===== config.mk =====
export PLATFORM = sky130hd
export DESIGN_NAME = periodic_task_tick_scheduler_flat
export DESIGN_NICKNAME = d
export VERILOG_FILES = /design/src/hw/rtl/ptts_pkg.sv /design/src/hw/rtl/ptts_in_if.sv /design/src/hw/rtl/ptts_out_if.sv /design/src/hw/rtl/periodic_task_tick_scheduler.sv /design/src/hw/rtl/ptts_front.sv /design/src/hw/rtl/ptts_queue.sv /design/src/hw/rtl/ptts_back.sv /design/src/flat_wrapper.sv
export SDC_FILE = /design/constraint.sdc
export NUM_CORES = 2
export LEC_CHECK = 0
export BUFFER_PORTS_ARGS = -buffer_cell sky130_fd_sc_hd__buf_4
export CORE_MARGIN = 4
export CORE_UTILIZATION = 35
export DETAILED_ROUTE_END_ITERATION = 8
export PLACE_DENSITY = 0.53
export SLEW_MARGIN = 40
export SYNTH_ARGS = -nofsm -noshare
export SYNTH_HDL_FRONTEND = slang
export SYNTH_HIERARCHICAL = 1
export SYNTH_SLANG_ARGS = --single-unit

===== constraint.sdc =====
create_clock -name i_clk -period 12.36 [get_ports i_clk]
set_clock_uncertainty 0.2 [all_clocks]
set_input_delay 0 -clock i_clk [delete_from_list [all_inputs] [get_ports i_clk]]
set_output_delay 0 -clock i_clk [all_outputs]
set_load 0.005 [all_outputs]

===== src/hw/rtl/ptts_pkg.sv =====
// ----------------------------------------------------------------------------
// ptts_pkg
// Shared types and constants for the periodic task tick scheduler.
// ----------------------------------------------------------------------------
package ptts_pkg;

    // table and result sizing
    localparam int MAX_TASKS  = 16;
    localparam int RESULT_CAP = 16;
    localparam int IDX_W      = (MAX_TASKS > 1) ? $clog2(MAX_TASKS) : 1;
    localparam int CNT_W      = $clog2(MAX_TASKS + 1);
    localparam int RCNT_W     = $clog2(RESULT_CAP + 1);

    // field widths
    localparam int ACT_W  = 2;
    localparam int ID_W   = 8;
    localparam int TICK_W = 32;
    localparam int ST_W   = 2;
    localparam int BIT_W  = $clog2(TICK_W);

    // command queue between front and back
    localparam int Q_DEPTH = 2;
    localparam int QPTR_W  = $clog2(Q_DEPTH);
    localparam int QCNT_W  = $clog2(Q_DEPTH + 1);

    typedef enum logic [ACT_W-1:0] {
        ACT_TICK   = 2'd0,
        ACT_ADD    = 2'd1,
        ACT_REMOVE = 2'd2,
        ACT_NONE   = 2'd3
    } t_action;

    typedef enum logic [ST_W-1:0] {
        ST_OK     = 2'd0,
        ST_FULL   = 2'd1,
        ST_ABSENT = 2'd2
    } t_status;

    typedef struct packed {
        t_action            action;
        logic [ID_W-1:0]    ident;
        logic [TICK_W-1:0]  period;
    } t_cmd;

    typedef enum logic [2:0] {
        BK_IDLE,
        BK_RESP,
        BK_T_NEXT,
        BK_T_DIV,
        BK_T_CHECK,
        BK_R_SCAN
    } t_back_state;

endpackage


===== src/hw/rtl/ptts_in_if.sv =====
// ----------------------------------------------------------------------------
// ptts_in_if
// Input channel: one action with its task id and period per transfer.
// ----------------------------------------------------------------------------
interface ptts_in_if;
    import ptts_pkg::*;

    logic               valid;
    logic               ready;
    logic [ACT_W-1:0]   action;
    logic [ID_W-1:0]    task_ident;
    logic [TICK_W-1:0]  task_period;

    modport source (output valid, output action, output task_ident, output task_period,
                    input ready);
    modport sink   (input valid, input action, input task_ident, input task_period,
                    output ready);
endinterface


===== src/hw/rtl/ptts_out_if.sv =====
// ----------------------------------------------------------------------------
// ptts_out_if
// Result channel: one firing or status report per transfer.
// ----------------------------------------------------------------------------
interface ptts_out_if;
    import ptts_pkg::*;

    logic             valid;
    logic             ready;
    logic [ID_W-1:0]  fired_ident;
    logic             fired;
    logic [ST_W-1:0]  status;
    logic             last;

    modport source (output valid, output fired_ident, output fired, output status,
                    output last, input ready);
    modport sink   (input valid, input fired_ident, input fired, input status,
                    input last, output ready);
endinterface


===== src/hw/rtl/periodic_task_tick_scheduler.sv =====
// ----------------------------------------------------------------------------
// periodic_task_tick_scheduler
// Ordered task table with a modulo tick; fires due tasks in table order.
// ----------------------------------------------------------------------------
// Add, remove and the unused action code each give one status result; remove
// searches the table entry by entry. A tick gives one result per firing task
// in table order (last marks the final one) or a single empty result, and
// tests each table entry with a nonzero period for divisibility in one
// bit-serial remainder unit that retires one bit of the tick counter per
// cycle. One command is executed at a time; a two-entry command queue and a
// staging register let the input keep taking transfers while a result waits
// at the output.
module periodic_task_tick_scheduler import ptts_pkg::*; (
    input  logic        i_clk,
    input  logic        i_rst_n,
    ptts_in_if.sink     i_in,
    ptts_out_if.source  o_out
);

    t_cmd              fr_cmd;
    logic              fr_valid;
    logic              fr_ready;
    t_cmd              q_cmd;
    logic              q_valid;
    logic              q_ready;
    logic [CNT_W-1:0]  entry_count;

    // decode and stage
    ptts_front u_front (
        .i_clk       (i_clk),
        .i_rst_n     (i_rst_n),
        .i_in        (i_in),
        .o_cmd       (fr_cmd),
        .o_cmd_valid (fr_valid),
        .i_cmd_ready (fr_ready)
    );

    // command queue
    ptts_queue u_queue (
        .i_clk        (i_clk),
        .i_rst_n      (i_rst_n),
        .i_push_cmd   (fr_cmd),
        .i_push_valid (fr_valid),
        .o_push_ready (fr_ready),
        .o_pop_cmd    (q_cmd),
        .o_pop_valid  (q_valid),
        .i_pop_ready  (q_ready)
    );

    // execution
    ptts_back u_back (
        .i_clk         (i_clk),
        .i_rst_n       (i_rst_n),
        .i_cmd         (q_cmd),
        .i_cmd_valid   (q_valid),
        .o_cmd_ready   (q_ready),
        .o_out         (o_out),
        .o_entry_count (entry_count)
    );

`ifndef ASSERT_OFF
    // table never holds more than its capacity
    a_count_cap: assert property (@(posedge i_clk) disable iff (!i_rst_n)
        entry_count <= CNT_W'(MAX_TASKS))
        else $error("entry count above capacity");

    // a non-firing result always closes its command
    a_nofire_last: assert property (@(posedge i_clk) disable iff (!i_rst_n)
        (o_out.valid && !o_out.fired) |-> o_out.last)
        else $error("non-firing result without last");

    // an error status never comes with a firing
    a_status_fire: assert property (@(posedge i_clk) disable iff (!i_rst_n)
        (o_out.valid && o_out.status != ST_OK) |-> !o_out.fired)
        else $error("error status on a firing result");
`endif

endmodule


===== src/hw/rtl/ptts_front.sv =====
// ----------------------------------------------------------------------------
// ptts_front
// Accepts input transfers, decodes the action and stages one command.
// ----------------------------------------------------------------------------
module ptts_front import ptts_pkg::*; (
    input  logic        i_clk,
    input  logic        i_rst_n,
    ptts_in_if.sink     i_in,
    output t_cmd        o_cmd,
    output logic        o_cmd_valid,
    input  logic        i_cmd_ready
);

    logic r_valid;
    t_cmd r_cmd;
    t_cmd n_cmd;

    // stage is free when empty or draining this cycle
    assign i_in.ready = !r_valid || i_cmd_ready;

    // classify the action code
    always_comb begin
        n_cmd.ident  = i_in.task_ident;
        n_cmd.period = i_in.task_period;
        case (i_in.action)
            ACT_TICK:   n_cmd.action = ACT_TICK;
            ACT_ADD:    n_cmd.action = ACT_ADD;
            ACT_REMOVE: n_cmd.action = ACT_REMOVE;
            default:    n_cmd.action = ACT_NONE;
        endcase
    end

    always_ff @(posedge i_clk) begin
        if (!i_rst_n) begin
            r_valid <= 1'b0;
        end else if (i_in.valid && i_in.ready) begin
            r_valid <= 1'b1;
        end else if (i_cmd_ready) begin
            r_valid <= 1'b0;
        end
    end

    always_ff @(posedge i_clk) begin
        if (i_in.valid && i_in.ready) begin
            r_cmd <= n_cmd;
        end
    end

    assign o_cmd       = r_cmd;
    assign o_cmd_valid = r_valid;

endmodule


===== src/hw/rtl/ptts_queue.sv =====
// ----------------------------------------------------------------------------
// ptts_queue
// Short command queue that decouples the front from the back.
// ----------------------------------------------------------------------------
module ptts_queue import ptts_pkg::*; (
    input  logic   i_clk,
    input  logic   i_rst_n,
    input  t_cmd   i_push_cmd,
    input  logic   i_push_valid,
    output logic   o_push_ready,
    output t_cmd   o_pop_cmd,
    output logic   o_pop_valid,
    input  logic   i_pop_ready
);

    t_cmd               r_mem [Q_DEPTH];
    logic [QPTR_W-1:0]  r_wr_ptr;
    logic [QPTR_W-1:0]  r_rd_ptr;
    logic [QCNT_W-1:0]  r_cnt;
    logic               push;
    logic               pop;

    assign o_push_ready = (r_cnt != QCNT_W'(Q_DEPTH));
    assign o_pop_valid  = (r_cnt != '0);
    assign o_pop_cmd    = r_mem[r_rd_ptr];
    assign push         = i_push_valid && o_push_ready;
    assign pop          = o_pop_valid && i_pop_ready;

    // pointers and fill count
    always_ff @(posedge i_clk) begin
        if (!i_rst_n) begin
            r_wr_ptr <= '0;
            r_rd_ptr <= '0;
            r_cnt    <= '0;
        end else begin
            if (push) begin
                r_wr_ptr <= r_wr_ptr + 1'b1;
            end
            if (pop) begin
                r_rd_ptr <= r_rd_ptr + 1'b1;
            end
            if (push && !pop) begin
                r_cnt <= r_cnt + 1'b1;
            end else if (pop && !push) begin
                r_cnt <= r_cnt - 1'b1;
            end
        end
    end

    // storage
    always_ff @(posedge i_clk) begin
        if (push) begin
            r_mem[r_wr_ptr] <= i_push_cmd;
        end
    end

endmodule


===== src/hw/rtl/ptts_back.sv =====
// ----------------------------------------------------------------------------
// ptts_back
// Executes commands: task table, tick counter, bit-serial remainder unit and
// the result register.
// ----------------------------------------------------------------------------
module ptts_back import ptts_pkg::*; (
    input  logic              i_clk,
    input  logic              i_rst_n,
    input  t_cmd              i_cmd,
    input  logic              i_cmd_valid,
    output logic              o_cmd_ready,
    ptts_out_if.source        o_out,
    output logic [CNT_W-1:0]  o_entry_count
);

    t_back_state        r_state, n_state;
    t_cmd               r_cmd, n_cmd;
    t_status            r_status, n_status;
    logic [CNT_W-1:0]   r_idx, n_idx;
    logic [CNT_W-1:0]   r_count, n_count;
    logic [TICK_W-1:0]  r_tick, n_tick;
    logic [TICK_W-1:0]  r_rem, n_rem;
    logic [TICK_W-1:0]  r_dvd, n_dvd;
    logic [BIT_W-1:0]   r_bit, n_bit;
    logic               r_pend, n_pend;
    logic [ID_W-1:0]    r_pend_id, n_pend_id;
    logic [RCNT_W-1:0]  r_nfire, n_nfire;

    logic [ID_W-1:0]    r_ident  [MAX_TASKS];
    logic [TICK_W-1:0]  r_period [MAX_TASKS];

    logic               r_out_valid;
    logic [ID_W-1:0]    r_out_ident;
    logic               r_out_fired;
    t_status            r_out_status;
    logic               r_out_last;

    logic               slot_free;
    logic               emit;
    logic [ID_W-1:0]    e_ident;
    logic               e_fired;
    t_status            e_status;
    logic               e_last;
    logic               add_en;
    logic               shift_en;
    logic [IDX_W-1:0]   rd_idx;
    logic [ID_W-1:0]    cur_ident;
    logic [TICK_W-1:0]  cur_period;
    logic [TICK_W:0]    trial;
    logic [TICK_W:0]    diff;

    assign slot_free  = !r_out_valid || o_out.ready;
    assign rd_idx     = r_idx[IDX_W-1:0];
    assign cur_ident  = r_ident[rd_idx];
    assign cur_period = r_period[rd_idx];

    // one restoring remainder step
    assign trial = {r_rem, r_dvd[TICK_W-1]};
    assign diff  = trial - {1'b0, cur_period};

    always_ff @(posedge i_clk) begin
        if (!i_rst_n) begin
            r_state <= BK_IDLE;
            r_count <= '0;
            r_tick  <= '0;
            r_pend  <= 1'b0;
        end else begin
            r_state <= n_state;
            r_count <= n_count;
            r_tick  <= n_tick;
            r_pend  <= n_pend;
        end
    end

    always_ff @(posedge i_clk) begin
        r_cmd     <= n_cmd;
        r_status  <= n_status;
        r_idx     <= n_idx;
        r_rem     <= n_rem;
        r_dvd     <= n_dvd;
        r_bit     <= n_bit;
        r_pend_id <= n_pend_id;
        r_nfire   <= n_nfire;
    end

    // sequencer
    always_comb begin
        n_state   = r_state;
        n_cmd     = r_cmd;
        n_status  = r_status;
        n_idx     = r_idx;
        n_count   = r_count;
        n_tick    = r_tick;
        n_rem     = r_rem;
        n_dvd     = r_dvd;
        n_bit     = r_bit;
        n_pend    = r_pend;
        n_pend_id = r_pend_id;
        n_nfire   = r_nfire;
        o_cmd_ready = 1'b0;
        emit      = 1'b0;
        e_ident   = '0;
        e_fired   = 1'b0;
        e_status  = ST_OK;
        e_last    = 1'b1;
        add_en    = 1'b0;
        shift_en  = 1'b0;
        case (r_state)
            BK_IDLE: begin
                o_cmd_ready = 1'b1;
                if (i_cmd_valid) begin
                    n_cmd   = i_cmd;
                    n_idx   = '0;
                    n_pend  = 1'b0;
                    n_nfire = '0;
                    case (i_cmd.action)
                        ACT_TICK: begin
                            n_state = BK_T_NEXT;
                        end
                        ACT_ADD: begin
                            if (r_count >= CNT_W'(MAX_TASKS)) begin
                                n_status = ST_FULL;
                            end else begin
                                n_status = ST_OK;
                                add_en   = 1'b1;
                                n_count  = r_count + 1'b1;
                            end
                            n_state = BK_RESP;
                        end
                        ACT_REMOVE: begin
                            n_state = BK_R_SCAN;
                        end
                        default: begin
                            n_status = ST_OK;
                            n_state  = BK_RESP;
                        end
                    endcase
                end
            end
            BK_RESP: begin
                if (slot_free) begin
                    emit     = 1'b1;
                    e_status = r_status;
                    n_state  = BK_IDLE;
                end
            end
            BK_T_NEXT: begin
                if (r_idx >= r_count || r_nfire == RCNT_W'(RESULT_CAP)) begin
                    // close the tick with the held firing or an empty report
                    if (slot_free) begin
                        emit    = 1'b1;
                        e_ident = r_pend ? r_pend_id : '0;
                        e_fired = r_pend;
                        n_pend  = 1'b0;
                        n_tick  = r_tick + 1'b1;
                        n_state = BK_IDLE;
                    end
                end else if (cur_period == '0) begin
                    n_idx = r_idx + 1'b1;
                end else begin
                    n_rem   = '0;
                    n_dvd   = r_tick;
                    n_bit   = '0;
                    n_state = BK_T_DIV;
                end
            end
            BK_T_DIV: begin
                n_rem = diff[TICK_W] ? trial[TICK_W-1:0] : diff[TICK_W-1:0];
                n_dvd = {r_dvd[TICK_W-2:0], 1'b0};
                n_bit = r_bit + 1'b1;
                if (r_bit == BIT_W'(TICK_W - 1)) begin
                    n_state = BK_T_CHECK;
                end
            end
            BK_T_CHECK: begin
                if (r_rem != '0) begin
                    n_idx   = r_idx + 1'b1;
                    n_state = BK_T_NEXT;
                end else if (!r_pend || slot_free) begin
                    // release the previous firing, hold this one
                    emit      = r_pend;
                    e_ident   = r_pend_id;
                    e_fired   = 1'b1;
                    e_last    = 1'b0;
                    n_pend    = 1'b1;
                    n_pend_id = cur_ident;
                    n_nfire   = r_nfire + 1'b1;
                    n_idx     = r_idx + 1'b1;
                    n_state   = BK_T_NEXT;
                end
            end
            BK_R_SCAN: begin
                if (r_idx >= r_count) begin
                    n_status = ST_ABSENT;
                    n_state  = BK_RESP;
                end else if (cur_ident == r_cmd.ident) begin
                    shift_en = 1'b1;
                    n_count  = r_count - 1'b1;
                    n_status = ST_OK;
                    n_state  = BK_RESP;
                end else begin
                    n_idx = r_idx + 1'b1;
                end
            end
            default: begin
                n_state = BK_IDLE;
            end
        endcase
    end

    // task table: append at the end, close the gap on removal
    always_ff @(posedge i_clk) begin
        if (add_en) begin
            r_ident[r_count[IDX_W-1:0]]  <= n_cmd.ident;
            r_period[r_count[IDX_W-1:0]] <= n_cmd.period;
        end
        if (shift_en) begin
            for (int j = 0; j < MAX_TASKS - 1; j++) begin
                if (CNT_W'(j) >= r_idx) begin
                    r_ident[j]  <= r_ident[j + 1];
                    r_period[j] <= r_period[j + 1];
                end
            end
        end
    end

    // result register
    always_ff @(posedge i_clk) begin
        if (!i_rst_n) begin
            r_out_valid <= 1'b0;
        end else if (emit) begin
            r_out_valid <= 1'b1;
        end else if (o_out.ready) begin
            r_out_valid <= 1'b0;
        end
    end

    always_ff @(posedge i_clk) begin
        if (emit) begin
            r_out_ident  <= e_ident;
            r_out_fired  <= e_fired;
            r_out_status <= e_status;
            r_out_last   <= e_last;
        end
    end

    assign o_out.valid       = r_out_valid;
    assign o_out.fired_ident = r_out_ident;
    assign o_out.fired       = r_out_fired;
    assign o_out.status      = r_out_status;
    assign o_out.last        = r_out_last;
    assign o_entry_count     = r_count;

endmodule


===== src/flat_wrapper.sv =====
// flat-port wrapper written by rule: the top's interface ports become plain ports
module periodic_task_tick_scheduler_flat import ptts_pkg::*;
  (i_clk, i_rst_n, i_in_valid, i_in_action, i_in_task_ident, i_in_task_period, i_in_ready, o_out_valid, o_out_fired_ident, o_out_fired, o_out_status, o_out_last, o_out_ready);
  ptts_in_if i_in_i ();
  ptts_out_if o_out_i ();
  input  logic i_clk;
  input  logic i_rst_n;
  input wire logic [$bits(i_in_i.valid)-1:0] i_in_valid;
  input wire logic [$bits(i_in_i.action)-1:0] i_in_action;
  input wire logic [$bits(i_in_i.task_ident)-1:0] i_in_task_ident;
  input wire logic [$bits(i_in_i.task_period)-1:0] i_in_task_period;
  output wire logic [$bits(i_in_i.ready)-1:0] i_in_ready;
  output wire logic [$bits(o_out_i.valid)-1:0] o_out_valid;
  output wire logic [$bits(o_out_i.fired_ident)-1:0] o_out_fired_ident;
  output wire logic [$bits(o_out_i.fired)-1:0] o_out_fired;
  output wire logic [$bits(o_out_i.status)-1:0] o_out_status;
  output wire logic [$bits(o_out_i.last)-1:0] o_out_last;
  input wire logic [$bits(o_out_i.ready)-1:0] o_out_ready;
  assign i_in_i.valid = i_in_valid;
  assign i_in_i.action = i_in_action;
  assign i_in_i.task_ident = i_in_task_ident;
  assign i_in_i.task_period = i_in_task_period;
  assign i_in_ready = i_in_i.ready;
  assign o_out_valid = o_out_i.valid;
  assign o_out_fired_ident = o_out_i.fired_ident;
  assign o_out_fired = o_out_i.fired;
  assign o_out_status = o_out_i.status;
  assign o_out_last = o_out_i.last;
  assign o_out_i.ready = o_out_ready;
  periodic_task_tick_scheduler u_core (.i_clk(i_clk), .i_rst_n(i_rst_n), .i_in(i_in_i), .o_out(o_out_i));
endmodule

==> summary.md <==
| Metric | Value |
|---|---|
| #FFs+latches synth | 959 |
| Final WL | roughly 130000 microns |
| Synthesis-to-layout area growth | 16.1% |
| Ys flop type | edfxtp_1 |
| Synth top area cells | edfxtp_1 58%, mux4_2 8.0%, a21oi_1 7.3% |
| GP Congestion | 0.813 |
| Adder-cell share of the synthesized area | 1.46% |
| Initial antenna violation count | 1 |
| Compound-Gate Fraction of Synth Area | around a tenth |
| CP Depth | 17 |
| Total number of vias | 29775 |
| RSZ-0062 raised after global routing | false |
| Peak supply drop | 150 uV |
| Hold Crit Class | primary input to register |
| First DRT Iteration DRCs | 3069 |
| Final setup vio count | 0 |
| Diodes inserted | 0 |
| Worst path slowest cell | o311ai_4 |
| XOR/XNOR Fraction of Synth Area | 1.47% |
| Wire length per cell | 24.3 microns |
| DP HPWL | 74300 microns |
| Syn Inst Count | roughly 3600 |
| Yosys cell types | between 70 and 80 |
| Final Hold Vio Count | 0 |
| EDFF count, synth | 867 |
| DR DRC count | 0 |
| Starting density of the core | 35.2% |
| Minimum clock period | about 7300 ps |
| Crit share post-route | 58.9% |
| Worst Path Max Fanout | 76 |
| Buf+Inv Stages, Crit Path | 3 |
| Die Wd | 366 microns |
| WHS | around 110 ps |
| IO Count | 60 |
| Run status | finished clean |
| Total power draw | 12.9 mW |
| Detail Route Antenna Nets | 0 |
| Critical Path Sink | u_core/u_back/r_rem[0] |
| Vias in the first global route | a little under 30000 |
| CTS tree | done |
| Critical Path AT | 7620 ps |
| Syn Std Cell Area | roughly 45000 sq um |
| Synth Area in Simple Gates | around 9.1% |
| Crit-path cells | buf_12, buf_12, mux4_2, a22o_1, a221oi_1, fa_1, a211oi_1, o21bai_1, a21oi_1, o31ai_1, a31oi_1, o21ai_1, a21oi_1, o311ai_4, buf_4, mux2_2, nor2_1 |
| Post-synth ARST share | 0% |
| Fmax | roughly 0.14 GHz |
| Slew Limit Headroom | about two fifths |
| Power Density | 248 nW/um^2 |
| CTS Buffer Depth | 3 |
| DRT Pass-1 Iters | 7 |
| Critical Path RT | about 13000 ps |
| Register area | between 20000 and 30000 sq um |
| Synth warnings | 6 |
| PortBufs | 59 |
| Total gr overflow | 0 |
| Via density | 5.50 |
| CP startpoint kind | register |
| Crit-path max cell delay | 730 ps |
| Layout cells sized above 1 | 17.1% |
| Post-synthesis mux area share | 11.8% |
| Slew of the pin with the lowest slew margin | 892 ps |
| First-pass GRT wire length | 194000 microns |
| TritonCTS Buffers | 103 |
| Row cnt | 131 |
| Layout filler cell count | 11819 |
| Syn nets | about 3600 |
| Sequential-to-total area share from yosys stat | 62.2% |
| R2R Setup Slk | roughly 5000 ps |
| Mean area per synthesized cell | ~13 sq um |
| Max Transition Viols Final | 0 |
| Largest family of logic cells by synthesized area | multiplexers |
| Fin worst setup slack | slightly above 5000 ps |
| Multi-input gate area | 15800 sq um |
| Worst-Skew Late Latency | 700 ps |
| Nets | roughly 3800 |
| FF-to-FF path depth | 17 |
| Yosys top cell area share | 58.1% |
| Worst r2r dst | u_core/u_back/r_rem[0] |
| Pre-CTS setup slack | approximately 5000 ps |
| CTS root buffer | clkbuf_16 |
| Largest area contributor in the netlist | edfxtp_1 |
| CP Class | register to register |
| Gr usage total | 19.1% |
| Area of the core | 127000 sq um |
| CP Capture Type | register |
| Max Cap Viol | 0 |
| Sink Count | around 960 |
| H-tree levels | 3 |
| Top post-synthesis cells by count | 867 x edfxtp_1, 709 x nor2_1, 650 x a21oi_1 |
| Crit-path leading delay family | compound AO/OA/AOI/OAI gates |
| Leak | 18.0 nW |
| Final setup TNS | 0 ps |
| Die Area | 134000 sq um |
| Largest net degree at the start of global routing | 86 |
| Worst-path clk slew | 60 ps |
| Die H | 366 microns |
| Count leader, synth | edfxtp_1 |
-- worst min path at each step --
stage | startpoint | to | slack [ps] | depth (start not counted)
final | o_out_ready | u_core/u_back/o_out.valid | 110 | 6
after global routing | o_out_ready | u_core/u_back/o_out.valid | 140 | 6
after CTS | o_out_ready | u_core/u_back/o_out.valid | 60 | 6
after detailed placement | i_in_task_period[1] | u_core/u_front/o_cmd[1] | -20 | 1
after global placement | i_in_task_period[1] | u_core/u_front/o_cmd[1] | -20 | 1
after floorplan | i_in_task_period[0] | u_core/u_front/o_cmd[0] | -100 | 0
-- metal layers --
metal | part of all wire [%] | up-vias | GRT usage, %
met5 | 0 | - | 0
met4 | 1.8 | 0 | 4.32
met3 | 7.0 | 153 | 2.43
met2 | 48 | 1110 | 31.6
met1 | 43 | 15048 | 27.0
li1 | - | 13464 | -
-- through the flow --
step	instances	instance area, sq um	utilization, %
finish	5411	52000	40.9
global route	5411	52000	40.9
CTS	5408	52000	40.8
detailed placement	5119	47400	37.2
global placement	5113	47300	37.1
floorplan	3552	44800	-
-- layout make-up --
type,count,area share (%)
Clock buffer,145,5.64
Inverter,74,0.534
Sequential cell,959,53.6
Tap cell,1662,4.00
Clock inverter,51,1.36
Timing Repair Buffer,264,4.49
Multi-Input combinational cell,2256,30.4
-- registers in the layout, indices dropped and copies added, names as in the netlist, 5 cells and up, named ones only --
register                         count
u_core/u_back/r_pend_id              8
u_core/u_queue/r_mem                84
u_core/u_back/o_out.fired_ident      8
u_core/u_back/r_nfire                5
u_core/u_back/r_bit                  5
u_core/u_back/r_tick                32
u_core/u_back/r_cmd                 40
u_core/u_back/r_idx                  5
u_core/u_back/r_ident              128
u_core/u_back/o_entry_count          5
u_core/u_back/r_rem                 32
u_core/u_back/r_period             512
u_core/u_back/r_dvd                 32
u_core/u_front/o_cmd                42
-- worst min-delay path: stages --
cell           delay [ps]
dlygate4sd3_1         530
buf_4                 100
nor2b_1                30
buf_4                 170
nor2_1                110
nor2_1                 40
-- power by group --
part | internal, mW | switching, mW
registers | 4.34 | 0.184
logic | 2.14 | 2.94
clock network | 1.96 | 1.35
-- cell families (layout without fill, tap and decap cells) --
family,Yosys count,count (layout)
buffers and inverters,337,534
muxes,318,318
adders and majority gates,51,51
xor gates and xnor gates,75,75
AOI/OAI and AO/OA,852,852
DFF,959,959
and+or+nand+nor,960,960
-- cells in the final DEF, fill, tap and decap left out, types with 7 or more instances in the layout --
master / instances
a22o_1: 27
a21o_1: 17
nand2b_1: 17
xor2_1: 26
dlygate4sd3_1: 93
mux2i_1: 78
clkbuf_8: 20
or3_1: 21
inv_1: 73
xnor2_1: 49
clkbuf_16: 103
o31ai_1: 7
buf_6: 16
nand2_1: 67
nand3_1: 19
nor2b_1: 22
nand4_1: 18
and2_1: 12
ha_1: 49
clkinv_2: 18
a221oi_1: 27
buf_4: 144
o21a_1: 7
mux4_2: 160
clkbuf_1: 22
nor2_1: 707
dfxtp_1: 88
bufinv_16: 14
and3_1: 16
edfxtp_1: 867
o21ai_4: 15
mux2_2: 78
nor4_1: 11
o21ai_0: 29
nor3_1: 14
clkinv_1: 7
a21oi_1: 649
-- timing repair --
| action | CTS | global route |
|---|---|---|
| resized for setup | 0 | 0 |
| setup buffers | 0 | 0 |
| hold buffers | 93 | 0 |
| endpoints found under the hold margin | 139 | 0 |
(Power assumes the default switching activity.)
